--- src/rtl/sst_pkg.sv ---
`default_nettype none

package sst_pkg;

    // default grid limits
    localparam int MAX_COLS_DEF = 1024;
    localparam int MAX_ROWS_DEF = 4096;

    // field widths
    localparam int SAMPLE_W    = 32;
    localparam int COEF_W      = 18;
    localparam int PACK_W      = 36;
    localparam int PROD_W      = SAMPLE_W + COEF_W;
    localparam int ACC_W       = PROD_W + 4;
    localparam int CFG_DATA_W  = 36;
    localparam int CFG_INDEX_W = 3;
    localparam int GRID_COLS_W = 11;
    localparam int GRID_ROWS_W = 13;

    // stencil shape
    localparam int RADIUS     = 2;
    localparam int NUM_TAPS   = 9;
    localparam int NUM_BANKS  = 4;
    localparam int BANK_SEL_W = 2;
    localparam int MIN_DIM    = 5;

    // register reset values
    localparam logic [GRID_COLS_W-1:0] GRID_COLS_RST = 11'd1024;
    localparam logic [GRID_ROWS_W-1:0] GRID_ROWS_RST = 13'd4096;
    localparam logic [COEF_W-1:0]      COEF_CENTER_RST = 18'h36000;
    localparam logic [PACK_W-1:0]      COEF_PACK_RST = 36'd68361672021;

    // configuration register indexes
    typedef enum logic [CFG_INDEX_W-1:0] {
        REG_GRID_COLS   = 3'd0,
        REG_GRID_ROWS   = 3'd1,
        REG_COEF_CENTER = 3'd2,
        REG_COEF_WEST   = 3'd3,
        REG_COEF_EAST   = 3'd4,
        REG_COEF_NORTH  = 3'd5,
        REG_COEF_SOUTH  = 3'd6
    } cfg_reg_t;

    // sideband that travels with each item down the cell chain
    typedef struct packed {
        logic valid;
        logic last;
    } chain_ctl_t;

endpackage

`default_nettype wire

--- src/rtl/sst_mac_cell.sv ---
`default_nettype none

module sst_mac_cell #(
    parameter int DELAY = 0
) (
    input  wire                                    clk,
    input  wire                                    rst_n,
    input  wire                                    adv,
    input  wire  signed [sst_pkg::COEF_W-1:0]      coef,
    input  wire  signed [sst_pkg::SAMPLE_W-1:0]    tap,
    input  wire  signed [sst_pkg::ACC_W-1:0]       sum_in,
    input  sst_pkg::chain_ctl_t                    ctl_in,
    output logic signed [sst_pkg::ACC_W-1:0]       sum_out,
    output sst_pkg::chain_ctl_t                    ctl_out
);

    logic signed [sst_pkg::SAMPLE_W-1:0] tap_use;
    logic signed [sst_pkg::PROD_W-1:0]   prod_next;
    logic signed [sst_pkg::PROD_W-1:0]   prod_reg;
    logic signed [sst_pkg::ACC_W-1:0]    prod_ext;
    logic signed [sst_pkg::ACC_W-1:0]    sum_reg;
    sst_pkg::chain_ctl_t                 ctl_reg;

    // tap delay so the product meets the partial sum from the previous cell
    generate
        if (DELAY > 0)
        begin : g_delay
            logic signed [sst_pkg::SAMPLE_W-1:0] line_reg [DELAY];

            always_ff @(posedge clk)
            begin
                if (adv)
                begin
                    line_reg[0] <= tap;
                    for (int i = 1; i < DELAY; i++)
                    begin
                        line_reg[i] <= line_reg[i-1];
                    end
                end
            end

            assign tap_use = line_reg[DELAY-1];
        end
        else
        begin : g_direct
            assign tap_use = tap;
        end
    endgenerate

    // product stage
    assign prod_next = coef * tap_use;
    assign prod_ext  = {{(sst_pkg::ACC_W - sst_pkg::PROD_W){prod_reg[sst_pkg::PROD_W-1]}},
                        prod_reg};

    always_ff @(posedge clk)
    begin
        if (adv)
        begin
            prod_reg <= prod_next;
            sum_reg  <= sum_in + prod_ext;
        end
    end

    // sideband follows the partial sum
    always_ff @(posedge clk or negedge rst_n)
    begin
        if (!rst_n)
        begin
            ctl_reg <= '0;
        end
        else if (adv)
        begin
            ctl_reg <= ctl_in;
        end
    end

    assign sum_out = sum_reg;
    assign ctl_out = ctl_reg;

endmodule

`default_nettype wire

--- config.mk ---
export PLATFORM = sky130hd
export DESIGN_NAME = sst_mac_cell
export DESIGN_NICKNAME = d
export VERILOG_FILES = /design/src/rtl/sst_pkg.sv /design/src/rtl/sst_mac_cell.sv
export SDC_FILE = /design/constraint.sdc
export NUM_CORES = 2
export LEC_CHECK = 0
export BUFFER_PORTS_ARGS = -buffer_cell sky130_fd_sc_hd__buf_2
export CAP_MARGIN = 20
export CORE_UTILIZATION = 40
export DETAILED_ROUTE_END_ITERATION = 10
export PLACE_DENSITY = 0.64
export SLEW_MARGIN = 5
export SYNTH_ARGS = -nofsm -noshare
export SYNTH_HDL_FRONTEND = slang
export SYNTH_SLANG_ARGS = --single-unit
--- constraint.sdc ---
create_clock -name clk -period 3.8 [get_ports clk]
set_input_delay 0.38 -clock clk [delete_from_list [all_inputs] [get_ports clk]]
set_output_delay 0.38 -clock clk [all_outputs]
set_load 0.05 [all_outputs]
Word-level counts from Yosys, hierarchy flattened --
Index checks and enable logic that the tools add are counted.
Operators by class: add/subtract/negate cells 1, multiply operators 1
Operators with widths (count):
- 54-bit by 50-bit adder with 54-bit output | 1
- 18-bit by 32-bit multiplier with 50-bit output | 1
Word-level totals: bits in registers 106, input port bits 109, word-level logic and storage cells 6

Depth between registers and ports, before layout --
word-level depth 1, mapped depth 26, gate-level depth less buffers 24

Least setup slack after synthesis --
OpenSTA, ideal clock, no wires.
path type input-to-reg, start input port tap[18] (netlist name), end register prod_reg[46] (netlist name) (data pin), library setup time 150 ps, arrival 6266 ps, data required time 3650 ps, setup slack -2616 ps, stages 23, cell sequence clkbuf_1 clkbuf_1 nand2_1 fa_1 fa_1 fa_1 inv_1 fa_1 fa_1 inv_1 fa_1 inv_1 ha_1 a21oi_1 nand2b_1 a21o_1 a21oi_2 a2111oi_4 a21boi_2 a211oi_2 o311a_4 or4_4 o211ai_2
On the way: cells in the longest elaborated chain, start to end 1
Ends and longest elaborated chain:
- start: declaration | line sst_mac_cell.sv:10 | input wire signed [sst_pkg::SAMPLE_W-1:0] tap,
- 18-bit by 32-bit multiplier with 50-bit output | line sst_mac_cell.sv:51 | assign prod_next = coef * tap_use;
- via prod_next, one bit | line sst_mac_cell.sv:18 | logic signed [sst_pkg::PROD_W-1:0] prod_next;
- end signal: assignment | line sst_mac_cell.sv:59 | prod_reg <= prod_next;
- end: declaration | line sst_mac_cell.sv:19 | logic signed [sst_pkg::PROD_W-1:0] prod_reg;
The timed path passes the listed nets, and every way through them passes these cells. A chain may end at the register's enable or synchronous reset.

Worst setup path in the final report --
start input port coef[12] (netlist name), end register prod_reg[46] (netlist name) (data pin)
On the way: cells in the longest elaborated chain, start to end 1
Ends and longest elaborated chain:
- start: declaration | line sst_mac_cell.sv:9 | input wire signed [sst_pkg::COEF_W-1:0] coef,
- 18-bit by 32-bit multiplier with 50-bit output | line sst_mac_cell.sv:51
- via prod_next, one bit | line sst_mac_cell.sv:18
The timed path passes the listed nets, and every way through them passes these cells.

==> flow_results.org <==
** STA
- For the pin with the worst max-slew slack, the measured transition is 692 ps.
- Highest achievable clock rate :: 168 MHz
- The routed design could run at a clock period as short as 5950 ps.
- Unrepaired setup endpoints after global routing :: true
- Final hold violations :: 0
- Final max-slew violation count :: 0
- The clock arrives with 10.5 ps of skew.
- The worst pin sits at a relative slew slack of 53.8%.
- Finish-stage setup viols :: 44
- Post-route setup slack :: -2150 ps
- Setup tns final :: -69560 ps
- Post-route clock period utilization :: 157%

** Yosys
- Post-synth EDFFs :: 104
- In this run, distinct cell masters in the synthesized netlist total 69.
- Sequential share of the synthesized area :: 12.2%
- Synth Register Bits :: 106
- The synthesized design devotes to its leading area cell type 42.8% of total area.
- Cell types with the largest area share after synthesis :: fa_1 43%, edfxtp_1 12%, inv_1 9.1%, ha_1 8.4%, nand2_1 5.5%
- For this run, asynchronously set or reset flops after synthesis account for 1.89%.
- In the synthesized netlist, the cells that appear most often are 629 x inv_1, 554 x fa_1, 379 x nand2_1, 224 x and2_1, 174 x ha_1.
- Cell with the most instances after synthesis :: inv_1
- After technology mapping, the gate count stands at 2777.
- Nets in the synthesized netlist :: 3614
- fa_1 takes more of the synthesized area than any other cell.
- Summed instance area of the synthesized netlist :: 25900 µm²
- In the synthesized netlist the dominant register cell turns out to be edfxtp_1.
- Yosys synthesis warning count :: 0
- Average instance area after synthesis :: 9.34 µm²

** Setup path
- Largest delay share family, worst path :: adder cells
- Maximum single-stage delay on the critical path :: 540 ps
- Cell chain of the critical path :: buf_12 -> and2_4 -> fa_1 -> inv_2 -> fa_1 -> inv_1 -> fa_1 -> fa_2 -> fa_1 -> inv_2 -> fa_1 -> inv_2 -> ha_4 -> o21ai_2 -> a21oi_2 -> a221o_1 -> and2_4 -> a2111oi_4 -> a21boi_2 -> a211oi_4 -> o311a_4 -> or4_4 -> o211ai_2
- Library cell appearing most often on the critical path :: fa_1
- Worst Setup Path Type :: in2reg
- STA classifies the critical path endpoint as a flop.
- Data on the critical path arrives at its endpoint at 6170 ps.
- Kind of start point of the critical path :: input pin
- The slowest stage of the critical path belongs to the cell fa_1.
- WP data required :: 4020 ps
- Number of buffers and inverters on the critical path :: 5
- Along the worst path, the maximum fanout reaches 4.

** Clock network
- For this design, the sink count on the clock tree is 106.
- TritonCTS clock tree :: yes
- The root buffer cell chosen for the clock tree is clkbuf_16.
- The number of clock buffers added by TritonCTS is 9.
- CTS clk-pin slew, worst paths :: 80 ps
- Clock latency on the worst-skew pair :: 370 ps
- CTS built an H-tree with a depth of 3.
- Clock buffer depth :: 2

** GRT
- Total global routing track utilization :: 20.2%
- The first global-routing pass estimated 107 mm of wire.
- Number of antenna violations at the first check in global routing :: 9
- Entering global routing, the biggest net connects 56 pins.
- The number of global-route vias before repair came to 20400.
- For this run the aggregate overflow at the end of global routing stands at 0.

** Floorplan
- The region available for standard cell placement spans 63500 µm².
- Number of cell rows :: 92
- Die H :: 257 µm
- Die X :: 257 µm
- During I/O placement, the number of pins put on the boundary was 165.
- Die area :: 65900 µm²
- Once the floorplan was initialized, standard cells occupied 40.8% of the core.

** Layout
- In the final layout, the multi-input gates occupy 21000 µm².
- After filler insertion, the fill cell instance count of the layout stands at 5904.
- Of the cells placed in the final design, the portion with a size suffix greater than 1 is 23.7%.
- The register with the most flip-flops in the layout has 54 of them.
- Area taken by flip-flops and latches :: 3170 µm²
- Nets :: 4002
- Area growth, synth to finish :: 23.5%

** Route
- In this run, the number of DRC markers left after iteration 0 of detailed routing was 969.
- For this block, the via count after detailed routing is 19400.
- Via/cell ratio :: 4.81
- The pre-antenna-repair detailed-routing pass consisted of 5 iterations.
- In the final routed layout, each cell accounts on average for 16.4 µm.
- After detailed routing, the number of remaining DRC violations is 0.
- After detailed routing, the total wire length is 65.9 mm.
- Remaining antenna violation count :: 0

** Place
- The wire-length estimate of the detail-placed layout is 56.5 mm.
- Port buffering added 164 buffers.
- The congestion estimate from routability-driven global placement came to 0.875.

** Run status
- Outcome :: complete, but fails checks
- Failing checks :: negative setup slack

** Hold path
- The worst hold path belongs to the class in2reg.

** Flow run
- Number of max-capacitance violations reported :: 0
repair_timing:
item	CTS	global route
resized for setup	233	103
cloned	0	5
hold buffers	1	0
pin swaps	133	85
hold endpoints to repair	2	0
setup endpoints to repair	44	44
buffers inserted	37	22
layout make-up:
cell class | count | area share (%)
multi-input cells | 1924 | 65.5
flip-flops and latches | 106 | 9.91
diodes | 8 | 0.0625
clock inverters | 7 | 0.285
inverters | 629 | 7.37
repair buffers | 495 | 12.9
clock buffers | 9 | 0.703
well taps | 846 | 3.30
worst reg2reg max path, delay by kind of cell, from the launching register on:
kind / cells / cell delay [ps]
AOI/OAI and AO/OA: 7 / 1410
xor gates and xnor gates: 1 / 140
buffers and inverters: 3 / 380
adders and majority gates: 2 / 610
DFF: 1 / 360
and+or+nand+nor: 2 / 430
metrics by stage:
stage | instance area [µm²] | hold WS (ps) | std cells | setup WS (ps) | util (%)
after global routing | 32000 | 245 | 4024 | -2320 | 50.4
after global placement | 30000 | 167 | 3952 | -2790 | 47.2
after floorplan | 26600 | 84.4 | 2777 | -2360 | -
after CTS | 31400 | 225 | 4000 | -2140 | 49.4
after detailed placement | 30000 | 169 | 3952 | -2870 | 47.2
final | 32000 | 249 | 4024 | -2150 | 50.4
cells by family after synthesis:
family,count (synthesis),synth area share [%]
buf+inv,747,10.8
mux,4,0.169
xor+xnor,97,3.28
compound gates,302,7.89
flops,106,12.2
simple gates,793,14.5
fa+ha+maj,728,51.2
cells in the final DEF (no fill, tap or decap), types with 11 or more instances in the layout:
cell,count
fa_2,25
clkbuf_16,14
buf_12,25
ha_1,142
and2_4,30
a21oi_1,68
and2_1,195
nand2b_1,16
edfxtp_1,104
nand4_1,11
a21o_1,50
buf_8,13
nor3_1,12
buf_4,262
o21ai_0,37
inv_1,588
buf_2,127
nand2_1,370
o21a_1,13
inv_2,41
xnor2_1,56
buf_6,62
a21oi_2,25
o21ai_2,11
nor2_1,88
xor2_1,27
ha_4,30
xnor2_2,12
a31oi_1,12
fa_1,529
nand3_1,17
worst paths after layout:
kind	slack [ps]	startpoint	endpoint	depth (start not counted)
hold / removal	250	ctl_in[1]	ctl_out[1]	2
max in group asynchronous	3380	rst_n	ctl_out[1]	2
setup / recovery	-2150	coef[12]	prod_reg[46]	23
hold reg to reg	500	ctl_out[0]	ctl_out[0]	1
setup reg to reg	220	prod_reg[0]	sum_out[38]	15
min in group asynchronous	320	rst_n	ctl_out[0]	2
per-layer routing:
| layer | global-route usage, % | vias to the layer above | routed length, µm |
|---|---|---|---|
| met5 | 0 | - | 0 |
| met4 | 4.79 | 0 | 1240 |
| met3 | 4.14 | 67 | 4360 |
| met2 | 31.6 | 469 | 29400 |
| met1 | 28.8 | 9632 | 31000 |
| li1 | - | 9187 | - |
Power is not shown: default switching activity piles up to over one toggle a cycle in this logic, so the estimate is an artifact.
